## src/mfqs_pkg.sv

```systemverilog
//------------------------------------------------------------------------------
// mfqs_pkg
// Shared constants, status codes and control structs of the feedback scheduler.
//------------------------------------------------------------------------------
`default_nettype none

package mfqs_pkg;

   localparam int MAX_PROCS = 64;
   localparam int LEVELS    = 5;

   localparam int PID_W     = 6;
   localparam int BURST_W   = 20;
   localparam int BQ_W      = 16;
   localparam int LVL_W     = 3;
   localparam int STATUS_W  = 3;
   localparam int SW_W      = 16;
   localparam int ELAPSED_W = 32;
   localparam int DONE_W    = 7;

   localparam int PTR_W     = $clog2(MAX_PROCS);
   localparam int OCC_W     = $clog2(MAX_PROCS + 1);
   localparam int LIDX_W    = $clog2(LEVELS);
   localparam int QNT_W     = BQ_W + LIDX_W;
   localparam int QDEPTH    = LEVELS * MAX_PROCS;
   localparam int QADDR_W   = $clog2(QDEPTH);
   localparam int PID_SLOTS = 1 << PID_W;

   localparam logic [BQ_W-1:0] BQ_RESET = 16'd200;

   localparam logic ACT_ARRIVE   = 1'b0;
   localparam logic ACT_DISPATCH = 1'b1;

   localparam logic [STATUS_W-1:0] STATUS_SLICE    = 3'd0;
   localparam logic [STATUS_W-1:0] STATUS_FINISHED = 3'd1;
   localparam logic [STATUS_W-1:0] STATUS_IDLE     = 3'd2;
   localparam logic [STATUS_W-1:0] STATUS_ACCEPTED = 3'd3;
   localparam logic [STATUS_W-1:0] STATUS_DROPPED  = 3'd4;

   typedef struct packed {
      logic              push_en;
      logic [LIDX_W-1:0] push_lvl;
      logic              pop_en;
      logic [LIDX_W-1:0] pop_lvl;
   } lvl_cmd_type;

   typedef struct packed {
      logic               any;
      logic [LIDX_W-1:0]  top_lvl;
      logic [QADDR_W-1:0] head_addr;
      logic [QADDR_W-1:0] push_addr;
      logic [LEVELS-1:0]  full;
      logic [LEVELS-1:0]  can_demote;
   } lvl_stat_type;

endpackage

`default_nettype wire

```

## src/mfqs_req_if.sv

```systemverilog
//------------------------------------------------------------------------------
// mfqs_req_if
// Request channel: arrival or dispatch, with process id and burst time.
//------------------------------------------------------------------------------
`default_nettype none

interface mfqs_req_if;
   logic                          valid;
   logic                          ready;
   logic                          action;
   logic [mfqs_pkg::PID_W-1:0]    process_id;
   logic [mfqs_pkg::BURST_W-1:0]  burst_time;

   modport source (output valid, output action, output process_id, output burst_time,
                   input ready);
   modport sink   (input valid, input action, input process_id, input burst_time,
                   output ready);
endinterface

`default_nettype wire

```

## src/mfqs_rsp_if.sv

```systemverilog
//------------------------------------------------------------------------------
// mfqs_rsp_if
// Result channel: one result per request.
//------------------------------------------------------------------------------
`default_nettype none

interface mfqs_rsp_if;
   logic                           valid;
   logic                           ready;
   logic [mfqs_pkg::STATUS_W-1:0]  status;
   logic [mfqs_pkg::PID_W-1:0]     chosen_process;
   logic [mfqs_pkg::LVL_W-1:0]     level;
   logic [mfqs_pkg::BURST_W-1:0]   slice_time;
   logic [mfqs_pkg::BURST_W-1:0]   remaining_after;
   logic [mfqs_pkg::SW_W-1:0]      switches;
   logic [mfqs_pkg::ELAPSED_W-1:0] elapsed;
   logic [mfqs_pkg::DONE_W-1:0]    finished_count;

   modport source (output valid, output status, output chosen_process, output level,
                   output slice_time, output remaining_after, output switches,
                   output elapsed, output finished_count, input ready);
   modport sink   (input valid, input status, input chosen_process, input level,
                   input slice_time, input remaining_after, input switches,
                   input elapsed, input finished_count, output ready);
endinterface

`default_nettype wire

```

## src/mfqs_csr_if.sv

```systemverilog
//------------------------------------------------------------------------------
// mfqs_csr_if
// Configuration write channel carrying the base quantum.
//------------------------------------------------------------------------------
`default_nettype none

interface mfqs_csr_if;
   logic                       valid;
   logic                       ready;
   logic [mfqs_pkg::BQ_W-1:0]  base_quantum;

   modport source (output valid, output base_quantum, input ready);
   modport sink   (input valid, input base_quantum, output ready);
endinterface

`default_nettype wire

```

## src/multilevel_feedback_queue_scheduler.sv

```systemverilog
//------------------------------------------------------------------------------
// multilevel_feedback_queue_scheduler
// Five-level feedback scheduler with queue and remaining-time memories.
//------------------------------------------------------------------------------
// Usage:
//   req_if carries one request: an arrival (process id and burst time, queued
//   at the tail of level 0) or a dispatch (run the head of the highest busy
//   level for one slice). rsp_if returns exactly one result per request.
//   csr_if writes the level-0 quantum in ms; write it only while idle.
// Sequence:
//   an arrival or an idle dispatch loads the result register from FETCH, a
//   dispatch that finds a process from EXEC, once the output is free. The queue
//   memory read of the head id happens at acceptance, the remaining-time
//   memory read at that id follows, then the update and write back. req ready
//   returns with the same edge that loads the result. One request is in work
//   at a time.
// Reset:
//   synchronous; all levels empty, counters zero, quantum 200 ms. The memories
//   are not cleared, so there is no start-up pass.
// Stall:
//   the result sits in an output register; while it is not taken the next
//   request is still accepted and held once its result is ready.
//------------------------------------------------------------------------------
`default_nettype none

module multilevel_feedback_queue_scheduler (
   input  wire          clock,
   input  wire          reset,
   mfqs_req_if.sink     req_if,
   mfqs_rsp_if.source   rsp_if,
   mfqs_csr_if.sink     csr_if
);

   typedef enum logic [1:0] {
      ST_IDLE,
      ST_FETCH,
      ST_EXEC
   } state_type;

   state_type state_ff;

   logic                            act_ff;
   logic [mfqs_pkg::PID_W-1:0]      pid_ff;
   logic [mfqs_pkg::BURST_W-1:0]    burst_ff;
   logic [mfqs_pkg::LIDX_W-1:0]     sel_lvl_ff;
   logic                            found_ff;
   logic [mfqs_pkg::PID_W-1:0]      q_rdata_ff;
   logic [mfqs_pkg::BURST_W-1:0]    rem_rdata_ff;
   logic [mfqs_pkg::QNT_W-1:0]      quantum_ff;
   logic [mfqs_pkg::BQ_W-1:0]       base_quantum_ff;
   logic [mfqs_pkg::SW_W-1:0]       switch_ff;
   logic [mfqs_pkg::SW_W-1:0]       switch_in;
   logic [mfqs_pkg::ELAPSED_W-1:0]  elapsed_ff;
   logic [mfqs_pkg::ELAPSED_W-1:0]  elapsed_in;
   logic [mfqs_pkg::DONE_W-1:0]     done_ff;
   logic [mfqs_pkg::DONE_W-1:0]     done_in;

   logic                            rsp_valid_ff;
   logic [mfqs_pkg::STATUS_W-1:0]   rsp_status_ff;
   logic [mfqs_pkg::STATUS_W-1:0]   rsp_status_in;
   logic [mfqs_pkg::PID_W-1:0]      rsp_pid_ff;
   logic [mfqs_pkg::PID_W-1:0]      rsp_pid_in;
   logic [mfqs_pkg::LVL_W-1:0]      rsp_level_ff;
   logic [mfqs_pkg::LVL_W-1:0]      rsp_level_in;
   logic [mfqs_pkg::BURST_W-1:0]    rsp_slice_ff;
   logic [mfqs_pkg::BURST_W-1:0]    rsp_slice_in;
   logic [mfqs_pkg::BURST_W-1:0]    rsp_rem_ff;
   logic [mfqs_pkg::BURST_W-1:0]    rsp_rem_in;

   logic [mfqs_pkg::PID_W-1:0]      queue_mem [mfqs_pkg::QDEPTH];
   logic [mfqs_pkg::BURST_W-1:0]    rem_mem   [mfqs_pkg::PID_SLOTS];

   mfqs_pkg::lvl_cmd_type           lc_cmd;
   mfqs_pkg::lvl_stat_type          lc_stat;

   logic                            req_acc;
   logic                            out_free;
   logic                            rsp_load;
   logic                            rem_we;
   logic [mfqs_pkg::BURST_W-1:0]    rem_wdata;
   logic [mfqs_pkg::BURST_W-1:0]    quantum_ext;
   logic [mfqs_pkg::BURST_W-1:0]    slice;
   logic [mfqs_pkg::BURST_W-1:0]    rem_after;
   logic [mfqs_pkg::ELAPSED_W:0]    elapsed_sum;
   logic                            unfinished;

   mfqs_level_ctrl u_level_ctrl (
      .clock (clock),
      .reset (reset),
      .cmd   (lc_cmd),
      .stat  (lc_stat)
   );

   assign req_if.ready = (state_ff == ST_IDLE);
   assign req_acc      = req_if.valid && req_if.ready;
   assign out_free     = !rsp_valid_ff || rsp_if.ready;
   assign csr_if.ready = 1'b1;

   // slice arithmetic on the fetched remaining time
   assign quantum_ext = mfqs_pkg::BURST_W'(quantum_ff);
   assign slice       = (rem_rdata_ff < quantum_ext) ? rem_rdata_ff : quantum_ext;
   assign rem_after   = rem_rdata_ff - slice;
   assign unfinished  = (rem_after != '0);
   assign elapsed_sum = {1'b0, elapsed_ff} + (mfqs_pkg::ELAPSED_W + 1)'(slice);

   always_comb begin
      lc_cmd        = '0;
      rsp_load      = 1'b0;
      rem_we        = 1'b0;
      rem_wdata     = burst_ff;
      rsp_status_in = mfqs_pkg::STATUS_IDLE;
      rsp_pid_in    = '0;
      rsp_level_in  = '0;
      rsp_slice_in  = '0;
      rsp_rem_in    = '0;
      switch_in     = switch_ff;
      elapsed_in    = elapsed_ff;
      done_in       = done_ff;
      unique case (state_ff)
         ST_IDLE: begin
         end
         ST_FETCH: begin
            if (act_ff == mfqs_pkg::ACT_ARRIVE) begin
               rsp_load   = out_free;
               rsp_pid_in = pid_ff;
               if (lc_stat.full[0]) begin
                  rsp_status_in = mfqs_pkg::STATUS_DROPPED;
               end else begin
                  rsp_status_in   = mfqs_pkg::STATUS_ACCEPTED;
                  rsp_rem_in      = burst_ff;
                  lc_cmd.push_en  = out_free;
                  lc_cmd.push_lvl = '0;
                  rem_we          = out_free;
               end
            end else if (!found_ff) begin
               rsp_load = out_free;
            end
         end
         ST_EXEC: begin
            rsp_load     = out_free;
            rem_we       = out_free;
            rem_wdata    = rem_after;
            rsp_pid_in   = pid_ff;
            rsp_level_in = mfqs_pkg::LVL_W'(sel_lvl_ff);
            rsp_slice_in = slice;
            rsp_rem_in   = rem_after;
            elapsed_in   = elapsed_sum[mfqs_pkg::ELAPSED_W] ? '1
                         : elapsed_sum[mfqs_pkg::ELAPSED_W-1:0];
            if (unfinished) begin
               rsp_status_in = mfqs_pkg::STATUS_SLICE;
               if (switch_ff != '1) begin
                  switch_in = switch_ff + 1'b1;
               end
               // demote unless on the lowest level or the level below is full
               if (lc_stat.can_demote[sel_lvl_ff]) begin
                  lc_cmd.pop_en   = out_free;
                  lc_cmd.pop_lvl  = sel_lvl_ff;
                  lc_cmd.push_en  = out_free;
                  lc_cmd.push_lvl = sel_lvl_ff + 1'b1;
               end
            end else begin
               rsp_status_in  = mfqs_pkg::STATUS_FINISHED;
               lc_cmd.pop_en  = out_free;
               lc_cmd.pop_lvl = sel_lvl_ff;
               if (done_ff != '1) begin
                  done_in = done_ff + 1'b1;
               end
            end
         end
         default: begin
         end
      endcase
   end

   always_ff @(posedge clock) begin
      if (reset) begin
         state_ff     <= ST_IDLE;
         rsp_valid_ff <= 1'b0;
         switch_ff    <= '0;
         elapsed_ff   <= '0;
         done_ff      <= '0;
      end else begin
         if (rsp_load) begin
            rsp_valid_ff <= 1'b1;
         end else if (rsp_if.ready) begin
            rsp_valid_ff <= 1'b0;
         end
         if (rsp_load) begin
            switch_ff  <= switch_in;
            elapsed_ff <= elapsed_in;
            done_ff    <= done_in;
         end
         unique case (state_ff)
            ST_IDLE: begin
               if (req_acc) begin
                  state_ff <= ST_FETCH;
               end
            end
            ST_FETCH: begin
               if (act_ff == mfqs_pkg::ACT_DISPATCH && found_ff) begin
                  state_ff <= ST_EXEC;
               end else if (out_free) begin
                  state_ff <= ST_IDLE;
               end
            end
            ST_EXEC: begin
               if (out_free) begin
                  state_ff <= ST_IDLE;
               end
            end
            default: begin
               state_ff <= ST_IDLE;
            end
         endcase
      end
      if (rsp_load) begin
         rsp_status_ff <= rsp_status_in;
         rsp_pid_ff    <= rsp_pid_in;
         rsp_level_ff  <= rsp_level_in;
         rsp_slice_ff  <= rsp_slice_in;
         rsp_rem_ff    <= rsp_rem_in;
      end
      if (req_acc) begin
         act_ff     <= req_if.action;
         pid_ff     <= req_if.process_id;
         burst_ff   <= req_if.burst_time;
         sel_lvl_ff <= lc_stat.top_lvl;
         found_ff   <= lc_stat.any;
      end
      if (state_ff == ST_FETCH && act_ff == mfqs_pkg::ACT_DISPATCH) begin
         pid_ff     <= q_rdata_ff;
         quantum_ff <= mfqs_pkg::QNT_W'({1'b0, sel_lvl_ff} + 1'b1)
                     * mfqs_pkg::QNT_W'(base_quantum_ff);
      end
   end

   always_ff @(posedge clock) begin
      if (reset) begin
         base_quantum_ff <= mfqs_pkg::BQ_RESET;
      end else if (csr_if.valid && csr_if.ready) begin
         base_quantum_ff <= csr_if.base_quantum;
      end
   end

   // queue store: head of the busy level read while idle
   always_ff @(posedge clock) begin
      if (lc_cmd.push_en) begin
         queue_mem[lc_stat.push_addr] <= pid_ff;
      end
      if (state_ff == ST_IDLE) begin
         q_rdata_ff <= queue_mem[lc_stat.head_addr];
      end
   end

   // remaining time per id: read at the fetched head id
   always_ff @(posedge clock) begin
      if (rem_we) begin
         rem_mem[pid_ff] <= rem_wdata;
      end
      if (state_ff == ST_FETCH) begin
         rem_rdata_ff <= rem_mem[q_rdata_ff];
      end
   end

   assign rsp_if.valid           = rsp_valid_ff;
   assign rsp_if.status          = rsp_status_ff;
   assign rsp_if.chosen_process  = rsp_pid_ff;
   assign rsp_if.level           = rsp_level_ff;
   assign rsp_if.slice_time      = rsp_slice_ff;
   assign rsp_if.remaining_after = rsp_rem_ff;
   assign rsp_if.switches        = switch_ff;
   assign rsp_if.elapsed         = elapsed_ff;
   assign rsp_if.finished_count  = done_ff;

endmodule

`default_nettype wire

```

## src/mfqs_level_ctrl.sv

```systemverilog
//------------------------------------------------------------------------------
// mfqs_level_ctrl
// Head, tail and occupancy of every level queue; finds the highest busy level.
//------------------------------------------------------------------------------
`default_nettype none

module mfqs_level_ctrl (
   input  wire                    clock,
   input  wire                    reset,
   input  mfqs_pkg::lvl_cmd_type  cmd,
   output mfqs_pkg::lvl_stat_type stat
);

   logic [mfqs_pkg::PTR_W-1:0] head_ff [mfqs_pkg::LEVELS];
   logic [mfqs_pkg::PTR_W-1:0] head_in [mfqs_pkg::LEVELS];
   logic [mfqs_pkg::PTR_W-1:0] tail_ff [mfqs_pkg::LEVELS];
   logic [mfqs_pkg::PTR_W-1:0] tail_in [mfqs_pkg::LEVELS];
   logic [mfqs_pkg::OCC_W-1:0] occ_ff  [mfqs_pkg::LEVELS];
   logic [mfqs_pkg::OCC_W-1:0] occ_in  [mfqs_pkg::LEVELS];
   logic [mfqs_pkg::LEVELS-1:0] busy;

   function automatic logic [mfqs_pkg::PTR_W-1:0] wrap_inc(
      input logic [mfqs_pkg::PTR_W-1:0] ptr);
      wrap_inc = (ptr == mfqs_pkg::PTR_W'(mfqs_pkg::MAX_PROCS - 1)) ? '0 : ptr + 1'b1;
   endfunction

   function automatic logic [mfqs_pkg::QADDR_W-1:0] qaddr(
      input logic [mfqs_pkg::LIDX_W-1:0] lvl,
      input logic [mfqs_pkg::PTR_W-1:0]  ptr);
      qaddr = mfqs_pkg::QADDR_W'(lvl) * mfqs_pkg::QADDR_W'(mfqs_pkg::MAX_PROCS)
            + mfqs_pkg::QADDR_W'(ptr);
   endfunction

   always_comb begin
      logic push_hit;
      logic pop_hit;
      for (int k = 0; k < mfqs_pkg::LEVELS; k++) begin
         push_hit   = cmd.push_en && (cmd.push_lvl == mfqs_pkg::LIDX_W'(k));
         pop_hit    = cmd.pop_en && (cmd.pop_lvl == mfqs_pkg::LIDX_W'(k));
         head_in[k] = pop_hit ? wrap_inc(head_ff[k]) : head_ff[k];
         tail_in[k] = push_hit ? wrap_inc(tail_ff[k]) : tail_ff[k];
         occ_in[k]  = occ_ff[k] + mfqs_pkg::OCC_W'(push_hit) - mfqs_pkg::OCC_W'(pop_hit);
      end
   end

   always_comb begin
      stat.any        = 1'b0;
      stat.top_lvl    = '0;
      stat.can_demote = '0;
      for (int k = 0; k < mfqs_pkg::LEVELS; k++) begin
         busy[k]      = (occ_ff[k] != '0);
         stat.full[k] = (occ_ff[k] == mfqs_pkg::OCC_W'(mfqs_pkg::MAX_PROCS));
      end
      // lowest busy index wins
      for (int k = mfqs_pkg::LEVELS - 1; k >= 0; k--) begin
         if (busy[k]) begin
            stat.any     = 1'b1;
            stat.top_lvl = mfqs_pkg::LIDX_W'(k);
         end
      end
      for (int k = 0; k < mfqs_pkg::LEVELS - 1; k++) begin
         stat.can_demote[k] = !stat.full[k + 1];
      end
      stat.head_addr = qaddr(stat.top_lvl, head_ff[stat.top_lvl]);
      stat.push_addr = qaddr(cmd.push_lvl, tail_ff[cmd.push_lvl]);
   end

   always_ff @(posedge clock) begin
      if (reset) begin
         for (int k = 0; k < mfqs_pkg::LEVELS; k++) begin
            head_ff[k] <= '0;
            tail_ff[k] <= '0;
            occ_ff[k]  <= '0;
         end
      end else begin
         for (int k = 0; k < mfqs_pkg::LEVELS; k++) begin
            head_ff[k] <= head_in[k];
            tail_ff[k] <= tail_in[k];
            occ_ff[k]  <= occ_in[k];
         end
      end
   end

endmodule

`default_nettype wire

```

## src/flat_wrapper.sv

```systemverilog
// flat-port wrapper written by rule: the top's interface ports become plain ports
module multilevel_feedback_queue_scheduler_flat 
  (clock, reset, req_if_valid, req_if_action, req_if_process_id, req_if_burst_time, req_if_ready, rsp_if_valid, rsp_if_status, rsp_if_chosen_process, rsp_if_level, rsp_if_slice_time, rsp_if_remaining_after, rsp_if_switches, rsp_if_elapsed, rsp_if_finished_count, rsp_if_ready, csr_if_valid, csr_if_base_quantum, csr_if_ready);
  mfqs_req_if req_if_i ();
  mfqs_rsp_if rsp_if_i ();
  mfqs_csr_if csr_if_i ();
  input  wire clock;
  input  wire reset;
  input wire logic [$bits(req_if_i.valid)-1:0] req_if_valid;
  input wire logic [$bits(req_if_i.action)-1:0] req_if_action;
  input wire logic [$bits(req_if_i.process_id)-1:0] req_if_process_id;
  input wire logic [$bits(req_if_i.burst_time)-1:0] req_if_burst_time;
  output wire logic [$bits(req_if_i.ready)-1:0] req_if_ready;
  output wire logic [$bits(rsp_if_i.valid)-1:0] rsp_if_valid;
  output wire logic [$bits(rsp_if_i.status)-1:0] rsp_if_status;
  output wire logic [$bits(rsp_if_i.chosen_process)-1:0] rsp_if_chosen_process;
  output wire logic [$bits(rsp_if_i.level)-1:0] rsp_if_level;
  output wire logic [$bits(rsp_if_i.slice_time)-1:0] rsp_if_slice_time;
  output wire logic [$bits(rsp_if_i.remaining_after)-1:0] rsp_if_remaining_after;
  output wire logic [$bits(rsp_if_i.switches)-1:0] rsp_if_switches;
  output wire logic [$bits(rsp_if_i.elapsed)-1:0] rsp_if_elapsed;
  output wire logic [$bits(rsp_if_i.finished_count)-1:0] rsp_if_finished_count;
  input wire logic [$bits(rsp_if_i.ready)-1:0] rsp_if_ready;
  input wire logic [$bits(csr_if_i.valid)-1:0] csr_if_valid;
  input wire logic [$bits(csr_if_i.base_quantum)-1:0] csr_if_base_quantum;
  output wire logic [$bits(csr_if_i.ready)-1:0] csr_if_ready;
  assign req_if_i.valid = req_if_valid;
  assign req_if_i.action = req_if_action;
  assign req_if_i.process_id = req_if_process_id;
  assign req_if_i.burst_time = req_if_burst_time;
  assign req_if_ready = req_if_i.ready;
  assign rsp_if_valid = rsp_if_i.valid;
  assign rsp_if_status = rsp_if_i.status;
  assign rsp_if_chosen_process = rsp_if_i.chosen_process;
  assign rsp_if_level = rsp_if_i.level;
  assign rsp_if_slice_time = rsp_if_i.slice_time;
  assign rsp_if_remaining_after = rsp_if_i.remaining_after;
  assign rsp_if_switches = rsp_if_i.switches;
  assign rsp_if_elapsed = rsp_if_i.elapsed;
  assign rsp_if_finished_count = rsp_if_i.finished_count;
  assign rsp_if_i.ready = rsp_if_ready;
  assign csr_if_i.valid = csr_if_valid;
  assign csr_if_i.base_quantum = csr_if_base_quantum;
  assign csr_if_ready = csr_if_i.ready;
  multilevel_feedback_queue_scheduler u_core (.clock(clock), .reset(reset), .req_if(req_if_i), .rsp_if(rsp_if_i), .csr_if(csr_if_i));
endmodule
```

## config.mk

```make
export PLATFORM = sky130hd
export DESIGN_NAME = multilevel_feedback_queue_scheduler_flat
export DESIGN_NICKNAME = d
export VERILOG_FILES = /design/src/mfqs_pkg.sv /design/src/mfqs_req_if.sv /design/src/mfqs_rsp_if.sv /design/src/mfqs_csr_if.sv /design/src/multilevel_feedback_queue_scheduler.sv /design/src/mfqs_level_ctrl.sv /design/src/flat_wrapper.sv
export SDC_FILE = /design/constraint.sdc
export NUM_CORES = 2
export LEC_CHECK = 0
export BUFFER_PORTS_ARGS = -buffer_cell sky130_fd_sc_hd__buf_2
export CAP_MARGIN = 20
export CORE_MARGIN = 2
export CORE_UTILIZATION = 25
export DETAILED_ROUTE_END_ITERATION = 10
export PLACE_DENSITY = 0.41
export SLEW_MARGIN = 10
export SYNTH_ARGS = -nofsm -noshare
export SYNTH_HDL_FRONTEND = slang
export SYNTH_SLANG_ARGS = --single-unit
```

## constraint.sdc

```tcl
create_clock -name clock -period 15.2 [get_ports clock]
set_input_delay 1.52 -clock clock [delete_from_list [all_inputs] [get_ports clock]]
set_output_delay 1.52 -clock clock [all_outputs]
set_load 0.05 [all_outputs]
```

==> results.sh <==
export IMPL_status="finished, final reports clean"
export IMPL_syn_mean_instance_area_um2=16.4
export IMPL_critPathBufInv=3
export IMPL_viasPerCell=4.78
export IMPL_min_period_ns=9.21
export IMPL_syn_instance_count=8722
export IMPL_syn_area_mm2=0.143
export IMPL_rsz0062_at_grt="false"
export IMPL_hold_buffers=0
export IMPL_cp_arrival_ns=9.80
export IMPL_cts_resized_gates=0
export IMPL_tightest_slew_ns=1.26
export IMPL_clk_insertion_delay_late_ns=0.99
export IMPL_io_buffer_count=156
export IMPL_grt_remaining_overflow=0
export IMPL_setup_viol=0
export IMPL_skew_ns=0.0865
export IMPL_fin_ws_ns=5.99
export IMPL_cts_made_buffers=368
export IMPL_mostFrequentLayoutCell="edfxtp_1"
export IMPL_synth_seq_cells=3497
export IMPL_first_pass_iters=6
export IMPL_wl_per_cell_um=27.0
export IMPL_drc_errors=0
export IMPL_place_ws_ns=6.08
export IMPL_max_freq_ghz=0.109
export IMPL_yosys_warnings=0
export IMPL_cts_tree="built"
export IMPL_rows=277
export IMPL_clock_path_buffers=4
export IMPL_wirelength_um=455000
export IMPL_die_width_um=760
export IMPL_vias=80700
export IMPL_clk_pin_slew_worst_paths_ns=0.06
export IMPL_clock_sinks=3497
export IMPL_ios=158
export IMPL_finalCritPeriodShare_pct=60.6
export IMPL_grt_pass1_wl_um=638000
export IMPL_place_inst=16200
export IMPL_cpPeakStageDelay_ns=0.84
export IMPL_place_congestion=0.818
export IMPL_peakVddDrop_uv=235
export IMPL_end_kind="flip-flop"
export IMPL_htreeDepth=5
export IMPL_area_delta_synth_final_pct=15.8
export IMPL_layout_drive_gt1_share_pct=18.0
export IMPL_cap_violations=0
export IMPL_root_buffer="clkbuf_16"
export IMPL_synth_top_area_share_pct=69.9
export IMPL_postCtsSetupBuffers=0
export IMPL_layout_common_cells="edfxtp_1, nand2_1, mux4_2"
export IMPL_grt_total_usage_pct=15.2
export IMPL_nNetsFinal=9241
export IMPL_required_ns=15.80
export IMPL_final_cells=16900
export IMPL_hold_path_class="reg2reg"
export IMPL_relSlewSlack_pct=15.8
export IMPL_crit_fanout=19
export IMPL_synthArstFlopShare_pct=0
export IMPL_grt_max_degree=150
export IMPL_die_h_um=760
export IMPL_grt_antenna_before_repair=46
export IMPL_cp_slowest_cell="nand3_2"
export IMPL_ys_flop_type="edfxtp_1"
export IMPL_hold_viol=0
export IMPL_drtAntennaViolNets=0
export IMPL_critPathLaunchType="flip-flop"
export IMPL_path_delay_family="simple AND/OR/NAND/NOR gates"
export IMPL_synth_distinct_cells=108
export IMPL_hpwlAfterDp_um=278000
export IMPL_cellPowerDensity_mw_per_mm2=200
export IMPL_slew_viol_final=0
export IMPL_die_area_mm2=0.578
export IMPL_ys_seq_area_share_pct=72.3
export IMPL_setup_tns_ns=0
export IMPL_grt_pass1_vias=81900
export IMPL_synth_edf_count=3328
export IMPL_synth_area_leaders="edfxtp_1, mux4_2, nand2_1, dfxtp_1, mux2i_1"
export IMPL_cp_common_cell="a21o_1"
export IMPL_start_util_pct=25.1
export IMPL_p_leak_nw=53.1
export IMPL_drt_iter0_drc=8083
export IMPL_fp_coreArea_mm2=0.569
export IMPL_synth_top_area_cell="edfxtp_1"
export IMPL_critPathKind="reg2reg"
-- power breakdown --
group / leakage [nW] / total (W) / internal, W / switching, W
combinational: 16.1 / 0.0133 / 0.00456 / 0.00877
clock: 5.69 / 0.00889 / 0.00503 / 0.00386
sequential: 31.3 / 0.0109 / 0.0108 / 0.0000850
total: 53.1 / 0.0331 / 0.0204 / 0.0127
-- worst register-to-register path, delay by kind of cell (launching register included) --
kind,cells,cell delay [ns]
AO/OA/AOI/OAI,13,2.22
buffers and inverters,3,1.11
flip-flops,1,0.46
adder cells (fa/ha/maj),3,1.00
AND/OR/NAND/NOR,7,2.85
multiplexers,2,1.16
-- through the flow --
| step | instance area (um2) | hold WS, ns | util, % | power, W |
|---|---|---|---|---|
| after CTS | 165000 | 0.503 | 29.0 | 0.0335 |
| after global routing | 165000 | 0.540 | 29.1 | 0.0346 |
| after floorplan | 143000 | 0.457 | - | 0.0197 |
| final | 165000 | 0.500 | 29.1 | 0.0331 |
| after global placement | 154000 | 0.482 | 27.0 | 0.0246 |
| after detailed placement | 154000 | 0.486 | 27.0 | 0.0246 |
-- path summary, 6_finish.rpt --
path	from	end	slack, ns	cells past startpoint
worst max-delay path	u_core.rem_rdata_ff[1]$_DFFE_PP_	u_core.queue_mem[168][2]$_DFFE_PP_	5.99	28
worst min-delay path	u_core.u_level_ctrl.tail_ff[1][3]$_SDFFE_PP0N_	u_core.u_level_ctrl.tail_ff[1][3]$_SDFFE_PP0N_	0.50	2
worst max register to register	u_core.rem_rdata_ff[1]$_DFFE_PP_	u_core.queue_mem[168][2]$_DFFE_PP_	5.99	28
worst min register to register	u_core.u_level_ctrl.tail_ff[1][3]$_SDFFE_PP0N_	u_core.u_level_ctrl.tail_ff[1][3]$_SDFFE_PP0N_	0.50	2
-- synthesized netlist by cell type (37+ instances only) --
cell type	count
a211oi_1	53
mux4_2	564
and3_1	94
ha_1	141
inv_1	168
mux2i_1	246
buf_1	62
nand4_1	57
clkbuf_1	242
a22oi_1	131
xnor2_1	70
nor3_1	104
a21oi_1	269
nand2_1	1023
a32oi_1	75
nand3_1	287
xor2_1	48
a31oi_1	103
nor2b_1	43
buf_2	121
nor2_1	616
dfxtp_1	169
a21o_1	37
o21ai_0	102
edfxtp_1	3328
buf_4	39
-- area by class of cell --
class	instances	area, um2
fillers	56500	404000
flip-flops and latches	3497	103000
multi-input cells	4580	37500
clock buffers	462	9780
well taps	7533	9430
repair buffers	396	2840
clock inverters	210	1910
inverters	174	653
diodes	18	45.0
-- routing by layer --
| metal | GRT usage [%] | routed length, um | vias up |
|---|---|---|---|
| met5 | 0 | 41 | - |
| met4 | 4.18 | 12800 | 6 |
| met3 | 2.14 | 23900 | 569 |
| met2 | 25.6 | 221000 | 2453 |
| met1 | 20.5 | 198000 | 42800 |
| li1 | - | - | 34800 |
-- sequential cells by signal, indices dropped and copies added (netlist names), 7 cells and up --
signal,count
u_core.rsp_if.finished_count,7
u_core.rsp_if.remaining_after,20
u_core.u_level_ctrl.occ_ff,35
u_core.queue_mem,1920
u_core.base_quantum_ff,16
u_core.u_level_ctrl.tail_ff,30
u_core.quantum_ff,19
u_core.rsp_if.slice_time,20
u_core.rem_rdata_ff,20
u_core.rsp_if.elapsed,32
u_core.rem_mem,1280
u_core.burst_ff,20
u_core.u_level_ctrl.head_ff,30
u_core.rsp_if.switches,16
-- logic make-up (layout without fill, tap and decap cells) --
logic type,Yosys count,after routing,share of synthesized area (%)
adders and majority gates,176,176,1.72
muxes,834,834,10.8
xor gates and xnor gates,119,119,0.734
AOI/OAI and AO/OA,1059,1059,5.07
DFF,3497,3497,72.3
other,2,21,0.00525
and+or+nand+nor,2389,2389,7.45
buffers and inverters,646,1242,1.95
Power figures use the tool's default switching activity.
